===== src/design/sxt_pkg.sv =====
// Shared types and constants for the S-expression tokenizer.
package sxt_pkg;

	localparam int MAX_LINE_DEF    = 1024;
	localparam int QUEUE_DEPTH_DEF = 4;

	localparam logic [7:0] CH_END    = 8'd0;
	localparam logic [7:0] CH_SPACE  = 8'd32;
	localparam logic [7:0] CH_TAB    = 8'd9;
	localparam logic [7:0] CH_CR     = 8'd13;
	localparam logic [7:0] CH_LPAREN = 8'd40;
	localparam logic [7:0] CH_RPAREN = 8'd41;
	localparam logic [7:0] CH_DOT    = 8'd46;
	localparam logic [7:0] CH_ZERO   = 8'd48;
	localparam logic [7:0] CH_NINE   = 8'd57;

	localparam logic [9:0] SAT10 = 10'd1023;

	typedef enum logic [2:0] {
		KIND_LPAREN  = 3'd0,
		KIND_RPAREN  = 3'd1,
		KIND_SYMBOL  = 3'd2,
		KIND_INTEGER = 3'd3,
		KIND_DOT     = 3'd4,
		KIND_END     = 3'd5
	} sxt_kind_t;

	typedef enum logic [1:0] {
		ERR_NONE     = 2'd0,
		ERR_BAD_INT  = 2'd1,
		ERR_TOO_LONG = 2'd2
	} sxt_err_t;

	typedef enum logic [1:0] {
		MODE_IDLE    = 2'd0,
		MODE_SYMBOL  = 2'd1,
		MODE_INTEGER = 2'd2,
		MODE_DISCARD = 2'd3
	} sxt_mode_t;

	typedef struct packed {
		sxt_kind_t   kind;
		sxt_err_t    err;
		logic [9:0]  start;
		logic [9:0]  length;
		logic [15:0] value;
		logic        last;
	} sxt_result_t;

	// One character's worth of results: one or two tokens.
	typedef struct packed {
		sxt_result_t r0;
		sxt_result_t r1;
		logic        two;
	} sxt_entry_t;

	typedef struct packed {
		logic       valid;
		sxt_entry_t entry;
	} sxt_head_t;

endpackage


===== src/design/sexpr_tokenizer_unit.sv =====
// A character's results are written to the queue and then registered at the output stage.
// Throughput: one character per cycle while the queue has room (in_ready); the output side moves
// one result per cycle while out_ready is high, so a character that closes a run with a parenthesis or
// end of line yields two results, absorbed by the QUEUE_DEPTH-entry queue between front end and output stage.
// Reset (arst_n low, asynchronous): scanner idle at position 0, queue and output empty.
module sexpr_tokenizer_unit #(
	parameter int MAX_LINE    = sxt_pkg::MAX_LINE_DEF,
	parameter int QUEUE_DEPTH = sxt_pkg::QUEUE_DEPTH_DEF
) (
	input  logic        clk,
	input  logic        arst_n,
	input  logic        in_valid,
	output logic        in_ready,
	input  logic [7:0]  ch,
	output logic        out_valid,
	input  logic        out_ready,
	output logic [2:0]  token_kind,
	output logic [1:0]  error_code,
	output logic [9:0]  token_start,
	output logic [9:0]  token_length,
	output logic [15:0] int_value,
	output logic        last
);

	logic                 q_ready;
	logic                 push;
	logic                 pop;
	sxt_pkg::sxt_entry_t  entry;
	sxt_pkg::sxt_head_t   head;
	sxt_pkg::sxt_result_t result;

	assign in_ready = q_ready;

	sxt_front #(.MAX_LINE(MAX_LINE)) u_front (
		.clk    (clk),
		.arst_n (arst_n),
		.accept (in_valid && q_ready),
		.ch     (ch),
		.push   (push),
		.entry  (entry)
	);

	sxt_queue #(.DEPTH(QUEUE_DEPTH)) u_queue (
		.clk      (clk),
		.arst_n   (arst_n),
		.push     (push),
		.wr_entry (entry),
		.pop      (pop),
		.ready    (q_ready),
		.head     (head)
	);

	sxt_back u_back (
		.clk       (clk),
		.arst_n    (arst_n),
		.head      (head),
		.pop       (pop),
		.out_ready (out_ready),
		.out_valid (out_valid),
		.result    (result)
	);

	assign token_kind   = result.kind;
	assign error_code   = result.err;
	assign token_start  = result.start;
	assign token_length = result.length;
	assign int_value    = result.value;
	assign last         = result.last;

endmodule


===== src/design/sxt_front.sv =====
// Front end: character classification, scan state and token building.
module sxt_front #(
	parameter int MAX_LINE = sxt_pkg::MAX_LINE_DEF
) (
	input  logic                clk,
	input  logic                arst_n,
	input  logic                accept,
	input  logic [7:0]          ch,
	output logic                push,
	output sxt_pkg::sxt_entry_t entry
);

	localparam int POS_W = $clog2(MAX_LINE + 1);
	localparam int WIDE_W = POS_W + 10;
	localparam int OVF_START = (MAX_LINE - 1 > 1023) ? 1023 : MAX_LINE - 1;

	sxt_pkg::sxt_mode_t mode_q, mode_d;
	logic [POS_W-1:0]   pos_q, pos_d;
	logic [9:0]         start_q, start_d;
	logic [9:0]         len_q, len_d;
	logic [15:0]        acc_q, acc_d;

	logic               is_sp, is_dg, is_lp, is_rp, is_delim;
	logic [WIDE_W-1:0]  pos_wide;
	logic [9:0]         pos_sat;
	logic [9:0]         len_inc;
	logic [15:0]        acc_next;
	logic [15:0]        digit;
	logic               run_open;
	logic               fa, fb;
	sxt_pkg::sxt_result_t tok_a, tok_b;

	assign is_sp    = (ch == sxt_pkg::CH_SPACE) ||
	                  (ch >= sxt_pkg::CH_TAB && ch <= sxt_pkg::CH_CR);
	assign is_dg    = (ch >= sxt_pkg::CH_ZERO) && (ch <= sxt_pkg::CH_NINE);
	assign is_lp    = (ch == sxt_pkg::CH_LPAREN);
	assign is_rp    = (ch == sxt_pkg::CH_RPAREN);
	assign is_delim = is_sp || is_lp || is_rp;

	assign pos_wide = WIDE_W'(pos_q);
	assign pos_sat  = (pos_wide > WIDE_W'(sxt_pkg::SAT10)) ? sxt_pkg::SAT10 : pos_wide[9:0];
	assign len_inc  = (len_q == sxt_pkg::SAT10) ? len_q : len_q + 10'd1;
	assign digit    = 16'(ch - sxt_pkg::CH_ZERO);
	// x10 as two shifts and an add, wraps mod 2^16
	assign acc_next = (acc_q << 3) + (acc_q << 1) + digit;
	assign run_open = (mode_q == sxt_pkg::MODE_SYMBOL) || (mode_q == sxt_pkg::MODE_INTEGER);

	always_comb begin
		mode_d  = mode_q;
		pos_d   = pos_q;
		start_d = start_q;
		len_d   = len_q;
		acc_d   = acc_q;
		fa      = 1'b0;
		fb      = 1'b0;

		// tok_a: the pending run (or the bad-integer report)
		tok_a.kind   = (mode_q == sxt_pkg::MODE_INTEGER) ? sxt_pkg::KIND_INTEGER
		                                                 : sxt_pkg::KIND_SYMBOL;
		tok_a.err    = sxt_pkg::ERR_NONE;
		tok_a.start  = start_q;
		tok_a.length = len_q;
		tok_a.value  = (mode_q == sxt_pkg::MODE_INTEGER) ? acc_q : 16'd0;
		tok_a.last   = 1'b0;

		// tok_b: single-character token, end marker or overflow report
		tok_b.kind   = sxt_pkg::KIND_END;
		tok_b.err    = sxt_pkg::ERR_NONE;
		tok_b.start  = pos_sat;
		tok_b.length = 10'd1;
		tok_b.value  = 16'd0;
		tok_b.last   = 1'b1;

		if (ch == sxt_pkg::CH_END) begin
			fa           = run_open;
			fb           = 1'b1;
			tok_b.length = 10'd0;
			mode_d       = sxt_pkg::MODE_IDLE;
			pos_d        = '0;
		end else begin
			if (mode_q != sxt_pkg::MODE_DISCARD && pos_q >= POS_W'(MAX_LINE)) begin
				fb           = 1'b1;
				tok_b.err    = sxt_pkg::ERR_TOO_LONG;
				tok_b.start  = 10'(OVF_START);
				tok_b.length = 10'd0;
				mode_d       = sxt_pkg::MODE_DISCARD;
			end else if (mode_q == sxt_pkg::MODE_INTEGER && is_dg) begin
				len_d = len_inc;
				acc_d = acc_next;
			end else if (mode_q == sxt_pkg::MODE_INTEGER && !is_delim) begin
				fa        = 1'b1;
				tok_a.err = sxt_pkg::ERR_BAD_INT;
				mode_d    = sxt_pkg::MODE_DISCARD;
			end else if (mode_q == sxt_pkg::MODE_SYMBOL && !is_delim) begin
				len_d = len_inc;
			end else if (mode_q != sxt_pkg::MODE_DISCARD) begin
				fa     = run_open;
				mode_d = sxt_pkg::MODE_IDLE;
				if (is_lp) begin
					fb         = 1'b1;
					tok_b.kind = sxt_pkg::KIND_LPAREN;
				end else if (is_rp) begin
					fb         = 1'b1;
					tok_b.kind = sxt_pkg::KIND_RPAREN;
				end else if (is_sp || run_open) begin
					// whitespace, or a run just closed by it
				end else if (ch == sxt_pkg::CH_DOT) begin
					fb         = 1'b1;
					tok_b.kind = sxt_pkg::KIND_DOT;
				end else begin
					mode_d  = is_dg ? sxt_pkg::MODE_INTEGER : sxt_pkg::MODE_SYMBOL;
					start_d = pos_sat;
					len_d   = 10'd1;
					acc_d   = is_dg ? digit : 16'd0;
				end
			end
			if (pos_q < POS_W'(MAX_LINE))
				pos_d = pos_q + POS_W'(1);
		end
	end

	always_comb begin
		push      = accept && (fa || fb);
		entry.two = fa && fb;
		entry.r0  = fa ? tok_a : tok_b;
		entry.r0.last = !(fa && fb);
		entry.r1  = tok_b;
	end

	always_ff @(posedge clk or negedge arst_n) begin
		if (!arst_n) begin
			mode_q  <= sxt_pkg::MODE_IDLE;
			pos_q   <= '0;
			start_q <= '0;
			len_q   <= '0;
			acc_q   <= '0;
		end else if (accept) begin
			mode_q  <= mode_d;
			pos_q   <= pos_d;
			start_q <= start_d;
			len_q   <= len_d;
			acc_q   <= acc_d;
		end
	end

endmodule


===== src/design/sxt_queue.sv =====
// Small result queue between the front end and the output stage.
module sxt_queue #(
	parameter int DEPTH = sxt_pkg::QUEUE_DEPTH_DEF
) (
	input  logic                clk,
	input  logic                arst_n,
	input  logic                push,
	input  sxt_pkg::sxt_entry_t wr_entry,
	input  logic                pop,
	output logic                ready,
	output sxt_pkg::sxt_head_t  head
);

	localparam int PTR_W = (DEPTH > 1) ? $clog2(DEPTH) : 1;
	localparam int CNT_W = $clog2(DEPTH + 1);

	sxt_pkg::sxt_entry_t mem_q [DEPTH];
	logic [PTR_W-1:0]    wr_ptr_q, rd_ptr_q;
	logic [CNT_W-1:0]    count_q;
	logic                do_pop;

	assign ready      = (count_q < CNT_W'(DEPTH));
	assign head.valid = (count_q != '0);
	assign head.entry = mem_q[rd_ptr_q];
	assign do_pop     = pop && head.valid;

	always_ff @(posedge clk) begin
		if (push)
			mem_q[wr_ptr_q] <= wr_entry;
	end

	always_ff @(posedge clk or negedge arst_n) begin
		if (!arst_n) begin
			wr_ptr_q <= '0;
			rd_ptr_q <= '0;
			count_q  <= '0;
		end else begin
			if (push)
				wr_ptr_q <= (wr_ptr_q == PTR_W'(DEPTH - 1)) ? '0 : wr_ptr_q + PTR_W'(1);
			if (do_pop)
				rd_ptr_q <= (rd_ptr_q == PTR_W'(DEPTH - 1)) ? '0 : rd_ptr_q + PTR_W'(1);
			if (push && !do_pop)
				count_q <= count_q + CNT_W'(1);
			else if (!push && do_pop)
				count_q <= count_q - CNT_W'(1);
		end
	end

endmodule


===== src/design/sxt_back.sv =====
// Output stage: splits queue entries into single results on the output channel.
module sxt_back (
	input  logic                 clk,
	input  logic                 arst_n,
	input  sxt_pkg::sxt_head_t   head,
	output logic                 pop,
	input  logic                 out_ready,
	output logic                 out_valid,
	output sxt_pkg::sxt_result_t result
);

	logic                 out_valid_q;
	sxt_pkg::sxt_result_t out_q;
	logic                 pend_q;
	sxt_pkg::sxt_result_t pend_data_q;
	logic                 take;

	assign take      = !out_valid_q || out_ready;
	assign pop       = take && !pend_q && head.valid;
	assign out_valid = out_valid_q;
	assign result    = out_q;

	always_ff @(posedge clk) begin
		if (take) begin
			if (pend_q)
				out_q <= pend_data_q;
			else if (head.valid) begin
				out_q       <= head.entry.r0;
				pend_data_q <= head.entry.r1;
			end
		end
	end

	always_ff @(posedge clk or negedge arst_n) begin
		if (!arst_n) begin
			out_valid_q <= 1'b0;
			pend_q      <= 1'b0;
		end else if (take) begin
			if (pend_q) begin
				out_valid_q <= 1'b1;
				pend_q      <= 1'b0;
			end else if (head.valid) begin
				out_valid_q <= 1'b1;
				pend_q      <= head.entry.two;
			end else begin
				out_valid_q <= 1'b0;
			end
		end
	end

endmodule


===== config.mk =====
export PLATFORM = sky130hd
export DESIGN_NAME = sexpr_tokenizer_unit
export DESIGN_NICKNAME = d
export VERILOG_FILES = /design/src/design/sxt_pkg.sv /design/src/design/sexpr_tokenizer_unit.sv /design/src/design/sxt_front.sv /design/src/design/sxt_queue.sv /design/src/design/sxt_back.sv
export SDC_FILE = /design/constraint.sdc
export NUM_CORES = 1
export LEC_CHECK = 0
export BUFFER_PORTS_ARGS = -buffer_cell sky130_fd_sc_hd__buf_2
export CAP_MARGIN = 0
export CORE_MARGIN = 2
export CORE_UTILIZATION = 58
export CTS_CLUSTER_DIAMETER = 40
export DETAILED_ROUTE_END_ITERATION = 8
export HOLD_SLACK_MARGIN = 0.02
export PLACE_DENSITY = 0.75
export SYNTH_ARGS = -nofsm -noshare
export SYNTH_HDL_FRONTEND = slang
export SYNTH_SLANG_ARGS = --single-unit

===== constraint.sdc =====
create_clock -name clk -period 11.7 [get_ports clk]
set_clock_uncertainty 0.15 [all_clocks]
set_input_delay 2.34 -clock clk [delete_from_list [all_inputs] [get_ports clk]]
set_output_delay 2.34 -clock clk [all_outputs]
set_load 0.01 [all_outputs]

# ---- After elaboration in Yosys (flattened, before gate mapping)
# Memories as Yosys holds them, arrays and structs flattened.
# Index checks and enable logic that the tools add are counted.
# Widths: inputs -> output; s select.
dict set report op_classes {
  addsub 9
  mul 0
  n_div 0
  order_cmp 8
  n_eq_ne 22
  shift 0
  mux 79
  bitwise 10
  reduce_logical 42
}
# cell n
set op_table {}
lappend op_table {{$mux 16} 10}
lappend op_table {{$mux 42} 3}
lappend op_table {{$mux 10} 11}
lappend op_table {{$add 16x16->16} 2}
lappend op_table {{$eq 8x6->1 const B} 4}
lappend op_table {{$mux 2} 16}
lappend op_table {{$mux 3} 10}
lappend op_table {{$mux 1} 25}
lappend op_table {{$mux 11} 2}
lappend op_table {{$mux 22} 1}
lappend op_table {{$mux 15} 1}
lappend op_table {{$logic_and 1x1->1} 14}
lappend op_table {{$add 11x1->11 const B} 1}
lappend op_table {{$ge 11x11->1 const B} 1}
lappend op_table {{$gt 11x10->1 const B} 1}
lappend op_table {{$lt 11x11->1 const B} 1}
lappend op_table {{$reduce_and 11->1} 1}
lappend op_table {{$add 10x1->10 const B} 1}
lappend op_table {{$eq 10x10->1 const B} 1}
lappend op_table {{$not 1->1} 10}
lappend op_table {{$reduce_and 10->1} 1}
lappend op_table {{$ne 3x1->1 const B} 3}
lappend op_table {{$reduce_and 9->1} 1}
lappend op_table {{$sub 8x6->9 const B} 1}
lappend op_table {{23 further kinds} 48}
dict set report totals {
  regBits 142
  latchBits 0
  ram_bits 272
  mem_bits_ro 0
  in_bits 12
  out_inout_bits 44
  elab_cells 193
  n_memories 1
}
# name words width read_ports rd_ports_with_merged_regs write_ports line
set memory_table {}
lappend memory_table {u_queue.mem_q 4 68 1 0 1 sxt_queue.sv:17} ;# sxt_pkg::sxt_entry_t mem_q [DEPTH];

# ---- Longest topological paths before layout
# Gate-level depths: netlist (run 1).
dict set report logic_depth {
  ltp_word 19
  ltp_mapped 14
}

# ---- Modules after synthesis
# Synthesis (run 1) repeated with hierarchy kept, for this count alone.
dict set report hier_totals {
  hier_cells 1161
  hier_area_um2 20398.3
}
# mod n_inst cells_per_inst area_per_inst_um2 seq_area_each_um2
set modules_own_cells {}
lappend modules_own_cells {sxt_queue 1 482 12700.9 10385.0}
lappend modules_own_cells {sxt_front 1 535 4359.2 1226.2}
lappend modules_own_cells {sxt_back 1 143 3331.9 2572.5}
lappend modules_own_cells {sexpr_tokenizer_unit 1 1 6.3 0.0}

# ---- Worst setup path after synthesis (run 1)
# Ideal clock, no wire load.
dict set report synth_timing {
  path_type {input -> register}
  start {input ch[4]}
  end {memory u_queue.mem_q[0][0] (netlist name), enable pin}
  setup_time_ns 0.472
  t_arrival_ns 6.191
  required_ns 11.078
  setup_slack_ns 4.887
  cell_stages 8
  path_buffers 0
  cell_sequence {inv_1 > ha_1 > nand4bb_1 > a221o_1 > and2_4 > a2111oi_4 > o31ai_4 > nor2_1}
}
dict set report synth_between {
  elab_chain_len 17
}
# item line
set synth_rtl {}
lappend synth_rtl {{start, declared} sexpr_tokenizer_unit.sv:14} ;# input logic [7:0] ch,
lappend synth_rtl {{$ge 8x4->1 or $le 8x4->1 (tied branches)} sxt_front.sv:34} ;# (ch >= sxt_pkg::CH_TAB && ch <= sxt_pkg::CH_CR);
lappend synth_rtl {{$logic_and 1x1->1} sxt_front.sv:34}
lappend synth_rtl {{$logic_or 1x1->1} sxt_front.sv:33} ;# assign is_sp = (ch == sxt_pkg::CH_SPACE) ||
lappend synth_rtl {{$logic_or 1x1->1} sxt_front.sv:105} ;# end else if (is_sp || run_open) begin
lappend synth_rtl {{$mux 1} sxt_front.sv:105}
lappend synth_rtl {{$mux 1} sxt_front.sv:102} ;# end else if (is_rp) begin
lappend synth_rtl {{$mux 1} sxt_front.sv:99} ;# if (is_lp) begin
lappend synth_rtl {{$mux 1} sxt_front.sv:96} ;# end else if (mode_q != sxt_pkg::MODE_DISCARD) begin
lappend synth_rtl {{$mux 1} sxt_front.sv:94} ;# end else if (mode_q == sxt_pkg::MODE_SYMBOL && !is_delim) begin
lappend synth_rtl {{$mux 1} sxt_front.sv:90} ;# end else if (mode_q == sxt_pkg::MODE_INTEGER && !is_delim) begin
lappend synth_rtl {{$mux 1} sxt_front.sv:87} ;# end else if (mode_q == sxt_pkg::MODE_INTEGER && is_dg) begin
lappend synth_rtl {{$mux 1} sxt_front.sv:81} ;# if (mode_q != sxt_pkg::MODE_DISCARD && pos_q >= POS_W'(MAX_LINE)) begin
lappend synth_rtl {{$mux 1} sxt_front.sv:74} ;# if (ch == sxt_pkg::CH_END) begin
lappend synth_rtl {{$logic_or 1x1->1 (*)} sxt_front.sv:123} ;# push = accept && (fa || fb);
lappend synth_rtl {{$logic_and 1x1->1 (*)} sxt_front.sv:123}
lappend synth_rtl {{$mux 1 (*)} sxt_queue.sv:28} ;# if (push)
lappend synth_rtl {{$mux 1 (implied by the code) (*)} sxt_queue.sv:29} ;# mem_q[wr_ptr_q] <= wr_entry;
lappend synth_rtl {{end, declared} sxt_queue.sv:17}
# Mark *: on every way between the ends. The rest lies on a longest branch, timed or not.

==> flow_summary.ini, run 1 <==
[global_routing]
grt_first_pass_wirelength_um = 44600
use_met3_pct = 3.82
gr-total-overflow = 0
grtUsageTotal_pct = 21.6
grt_use_met1_pct = 31.3
grt_pass1_vias = 8048
busiest_layer = met2
antenna_found_initial = 0
grt_use_met2_pct = 34.3
grt_max_degree = 59

[yosys]
synthXorXnorAreaFrac_pct = 1.66
synth_top_family_by_area = multiplexers
yosys_warnings = 0
syn_nets = 990
synthSimpleGateAreaFrac_pct = 7.90
muxShareOfSynthArea_pct = 12.4
syn-cell-area_um2 = 15100
synth_cells = 934
synthFlopType = edfxtp_1
ys_seq_area_share_pct = 66.1
synth_compound_area_share_pct = 5.44
synth-edff-count = 284
synthArstFlopShare_pct = 17.0
ys_types = 68
synth_fa_ha_area_share_pct = 4.34
syn_avg_cell_area_um2 = 16.2
ys_seq_elements = 342

[cells_and_area]
layout-drive-gt1-share_pct = 23.8
regArea_um2 = 9990
layout_commonest_cell = edfxtp_1
nFillCells = 1777
final_cells = 1363
diodes = 0
final_cell_mix = edfxtp_1 (284), mux4_2 (57), buf_2 (55), dfrtp_1 (55), inv_1 (39)
design_area_um2 = 16900
area_growth_pct = 11.8
multiInputGateArea_um2 = 4830
finalNetCount = 1059

[detailed_routing]
antenna_left = 0
drc_errors = 0
firstDrtPassIters = 5
post_drt_wl_per_cell_um = 20.7
drtIter0Drc = 581
vias_per_cell = 5.94
via_count = 8101
wl_um = 28200

[flow_run]
max_cap_violations = 0

[power]
p_leak_uw = 0.00605
p_per_area_nw_per_um2 = 249
ir_drop_mv = 0.120

[clock_tree]
cts-root-buf = clkbuf_16
ctsHoldBuffers = 0
cts_tree = done
cts_buffer_depth = 3
clk_pin_slew_ns = 0.06
cts_resized = 0
clk_latency_ns = 0.50
clock-sinks = 342
post-cts-setup-buffers = 0
cts_buffers = 36
htreeDepth = 2

[setup_path]
crit_arrival_ns = 5.55
critPathMaxStageDelay_ns = 0.67
crit_path_max_fanout = 35
cp_slowest_cell = or2_1
cp.required_ns = 11.78
end_kind = flip-flop
critPathLaunchType = primary input
path_cells = buf_2 -> inv_1 -> ha_1 -> nand4bb_1 -> a221o_1 -> and2_4 -> a2111oi_4 -> or2_1 -> buf_4 -> mux2_1
worstSetupPathType = in -> reg

[timing]
worst_pin_slew_ns = 1.01
rsz0062_at_grt = no
setup_viol = 0
drv_slew = 0
hold_slack_ns = 0.345
finalCritPeriodShare_pct = 46.7
setup_slack_ns = 6.24
tns_ns = 0
finalHoldViolations = 0
max_freq_mhz = 183
min_period_ns = 5.46
maxSlewHeadroom_pct = 32.9

[die]
die_x_um = 165
start_util_pct = 58.5
die_y_um = 165
io_pins = 56
rows = 59
coreArea_um2 = 25800
dieArea_um2 = 27300

[placement]
dpl.hpwl_um = 17300
gp_congestion = 0.859
placed_cell_area_um2 = 15800
place_inst = 1300
io_buffers = 55
pre_cts_slack_ns = 5.84

[hold_path]
holdCritPathClass = reg -> reg

[run_status]
status = finished clean
-- metrics by stage --
| step | total power [uW] | utilization, % |
|---|---|---|
| after floorplan | 2800 | - |
| after CTS | 4250 | 65.3 |
| after global routing | 4440 | 65.3 |
| final | 4210 | 65.3 |
| after global placement | 3160 | 61.1 |
| after detailed placement | 3190 | 61.1 |
-- synth_stat cells, types with 4 or more instances --
cell type	number	area, um^2
mux2i_1	4	40.0
mux2_2	28	315
ha_1	30	375
nor3_1	12	60.1
fa_1	14	280
a21oi_1	30	150
dfrtp_1	58	1450
nand2b_1	11	68.8
inv_1	39	146
nand3_1	17	85.1
buf_1	5	18.8
and2_1	11	68.8
xor2_1	6	52.6
nor2_1	41	154
buf_2	6	30.0
a31oi_1	6	37.5
edfxtp_1	284	8530
xnor2_1	20	175
or2_2	9	56.3
nor2b_1	31	194
mux2_1	7	78.8
clkbuf_1	23	86.3
mux4_2	57	1280
a211oi_1	8	60.1
o21ai_0	21	105
and3_1	25	156
mux2_4	10	150
nand4_1	4	25.0
nand2_1	36	135
o21ai_1	12	60.1
o31ai_1	5	37.5
o2111ai_1	7	61.3
-- worst paths after layout --
kind / start / to / slack (ns) / cells past startpoint
min in group asynchronous: arst_n / u_front.start_q[4] / 1.88 / 2
worst max-delay path: ch[4] / u_queue.mem_q[2][53] / 6.24 / 10
worst min register to register: u_front.start_q[7] / u_front.start_q[7] / 0.34 / 1
worst min-delay path: u_front.start_q[7] / u_front.start_q[7] / 0.34 / 1
worst max register to register: u_front.mode_q[0] / u_queue.count_q[1] / 7.70 / 12
max in group asynchronous: arst_n / u_queue.rd_ptr_q[0] / 8.89 / 2
-- critical path: cells and delay by family --
| family | cells | cell delay, ns |
|---|---|---|
| AO/OA/AOI/OAI | 2 | 0.75 |
| buffers and inverters | 3 | 0.78 |
| AND/OR/NAND/NOR | 3 | 0.97 |
| multiplexers | 1 | 0.41 |
| adder cells (fa/ha/maj) | 1 | 0.26 |
-- per-layer routing --
metal	vias to the layer above	part of all wire, %
li1	3733	-
met1	4084	44
met2	246	48
met3	38	6.0
met4	0	1.9
met5	-	0
-- where the power goes --
group	total (uW)	leakage [uW]	internal (uW)	switching (uW)
Clock	1050	0.000536	614	438
Combinational	1320	0.00224	578	738
Sequential	1840	0.00328	1700	135
-- area by class of cell --
class,count,share of cell area [%]
clock buffers,53,6.08
clock inverters,10,0.489
inverters,40,0.889
multi-input cells,513,28.6
flip-flops and latches,342,59.1
well taps,335,2.48
repair buffers,70,2.30
-- registers in the layout (all words and copies together) (netlist names) --
signal              count
u_queue.mem_q         228
u_back.result          42
u_front.acc_q          16
u_back.pend_data_q     14
u_front.pos_q          11
u_front.len_q          10
u_front.start_q        10
u_queue.count_q         3
u_front.mode_q          2
u_queue.rd_ptr_q        2
u_queue.wr_ptr_q        2
u_back.out_valid        1
u_back.pend_q           1
-- logic make-up (layout without fill, tap and decap cells) --
group           Yosys count  in the layout
compound gates          120            120
xor+xnor                 27             27
fa+ha+maj                44             44
buf+inv                  79            173
flops                   342            342
mux                     106            106
simple gates            216            216
No activity file was read; power rests on OpenSTA's default activity.
==> run 2, diff against run 1 <==
Clock period 11.7 ns to 5.2 ns, I/O delays scaled along.
==> run 2 against run 1 <==
  * Global-route usage rose by 0.31 points
  * Worst hold slack lost 0.20 ns
  * Cell count increased by 0.66%
  * Largest power group unchanged
  * Clock power grew to 2.8 times the previous value
  * Sequential cell count is the same
  * Combinational power rose by 120%
  * Count of clock-buffer cells in the layout fell by 5
  * Register-to-register slack lost 6.4 ns
  * Non-clock buffer count grew 1
  * Via count rose by 0.99%
  * Wire length is 1.3% higher
  * Highest routed layer unchanged
==> flow_summary.ini, run 2 (synthesized netlist as in run 1, its figures left out) <==
[die]
coreArea_um2 = 25800
io_pins = 56
start_util_pct = 58.5
rows = 59
die_y_um = 165
die_x_um = 165
dieArea_um2 = 27300

[setup_path]
rr_startpoint = u_front.mode_q[0]
critPathMaxStageDelay_ns = 0.57
cp_slowest_cell = o31ai_4
end_kind = flip-flop
worst_r2r_path_depth = 12
critPathTopFamily = compound AO/OA/AOI/OAI gates
worstSetupPathType = in -> reg
cp_num_buf_inv = 3
r2r_end = u_queue.count_q[1]
crit_path_max_fanout = 13
crit_arrival_ns = 4.25
r2r_slack_ns = 1.32
critPathLaunchType = primary input
cp.required_ns = 5.46
path_cells = buf_2 -> ha_1 -> o211ai_1 -> nand2_1 -> nor3_4 -> o31ai_1 -> o31ai_4 -> inv_1 -> ha_1 -> inv_1 -> fa_1 -> mux2_2

[clock_tree]
clk_latency_ns = 0.52
htreeDepth = 2
ctsHoldBuffers = 0
cts_buffer_depth = 3
clock-sinks = 342
cts_buffers = 39
post-cts-setup-buffers = 0
cts-root-buf = clkbuf_16
cts_tree = done
clk_pin_slew_ns = 0.06
cts_resized = 0

[global_routing]
grtUsageTotal_pct = 21.9
grt_max_degree = 58
gr-total-overflow = 0
antenna_found_initial = 0
grt_first_pass_wirelength_um = 45200
grt_pass1_vias = 8124

[power]
p_leak_uw = 0.00622
p_per_area_nw_per_um2 = 583
ir_drop_mv = 0.301

[cells_and_area]
final_util_pct = 66.7
layout_commonest_cell = edfxtp_1
design_area_um2 = 17200
regArea_um2 = 9990
largest_reg_flops = 228
layout-drive-gt1-share_pct = 24.7
multiInputGateArea_um2 = 4830
largest_register = u_queue.mem_q
diodes = 0
area_growth_pct = 14.2
finalNetCount = 1063
final_cell_mix = edfxtp_1 (284), mux4_2 (57), buf_2 (55), dfrtp_1 (55), clkbuf_16 (41)
nFillCells = 1769

[detailed_routing]
firstDrtPassIters = 5
antenna_left = 0
vias_per_cell = 5.96
drtIter0Drc = 647
via_count = 8181
drc_errors = 0
post_drt_wl_per_cell_um = 20.8
wl_um = 28600

[placement]
io_buffers = 55
dpl.hpwl_um = 17700
gp_congestion = 0.845
placed_cell_area_um2 = 15800

[flow_run]
max_cap_violations = 0

[timing]
finalCritPeriodShare_pct = 76.8
min_period_ns = 3.99
maxSlewHeadroom_pct = 22.8
drv_slew = 0
finalHoldViolations = 0
worst_pin_slew_ns = 1.15
max_freq_mhz = 250
rsz0062_at_grt = no
setup_viol = 0
hold_slack_ns = 0.142

[run_status]
status = finished clean

[hold_path]
holdCritPathClass = in -> async
[run 2: changes by cell type in the layout (fill, tap and decap cells not counted)]
cell        previous run  this run
clkinv_4               3         1
clkinv_1               0         5
clkinv_2               2         4
clkinv_8               0         2
clkbuf_8               4         2
clkbuf_1              12         5
clkbuf_16             37        41
buf_12                 0         3
bufinv_16              0         8
buf_4                 15        13
clkinvlp_4             2         0
[run 2: worst reg2reg max path, stage by stage (launching register included)]
cell and delay [ns]:
dfrtp_1 0.40, inv_1 0.07, ha_1 0.13, buf_4 0.30, inv_1 0.21, nor3_4 0.60, o31ai_1 0.27, o31ai_4 0.57
inv_1 0.10, ha_1 0.24, inv_1 0.08, fa_1 0.40, mux2_2 0.26
[run 2: layout make-up]
class | instances | area share [%]
Clock buffer | 48 | 6.22
Clock inverter | 23 | 2.04
Inverter | 40 | 0.871
Multi-Input combinational cell | 513 | 28.0
Sequential cell | 342 | 57.9
Tap cell | 335 | 2.43
Timing Repair Buffer | 71 | 2.51
[run 2: power by group]
group / total, uW / internal, uW / switching, uW
sequential: 4200 / 3830 / 372
combinational: 2910 / 1320 / 1590
clock: 2940 / 1880 / 1060
[run 2: worst max path at each step]
| stage | start | to | slack, ns | cells past startpoint |
|---|---|---|---|---|
| final | ch[4] | u_queue.count_q[1] | 1.21 | 12 |
| after global routing | ch[4] | u_queue.count_q[1] | 0.97 | 12 |
| after CTS | ch[4] | u_queue.count_q[1] | 1.22 | 12 |
| after detailed placement | ch[4] | u_queue.count_q[1] | 0.67 | 12 |
| after global placement | ch[4] | u_queue.count_q[1] | 0.75 | 12 |
| after floorplan | ch[4] | u_queue.mem_q[0][0] | -0.31 | 8 |
[run 2: routing by layer]
layer | track usage, % | wire length, um
met2 | 34.7 | 13800
met5 | 0 | 0
met1 | 32.0 | 12700
met4 | 5.88 | 513
met3 | 3.77 | 1600
[run 2: through the flow]
step	cells	TNS (ns)	power (uW)	setup slack, ns
detailed placement	1301	0	7180	0.670
global route	1372	0	10600	0.967
floorplan	934	-71.37	6310	-0.313
finish	1372	0	10000	1.21
CTS	1372	0	10200	1.22
global placement	1301	0	7080	0.753
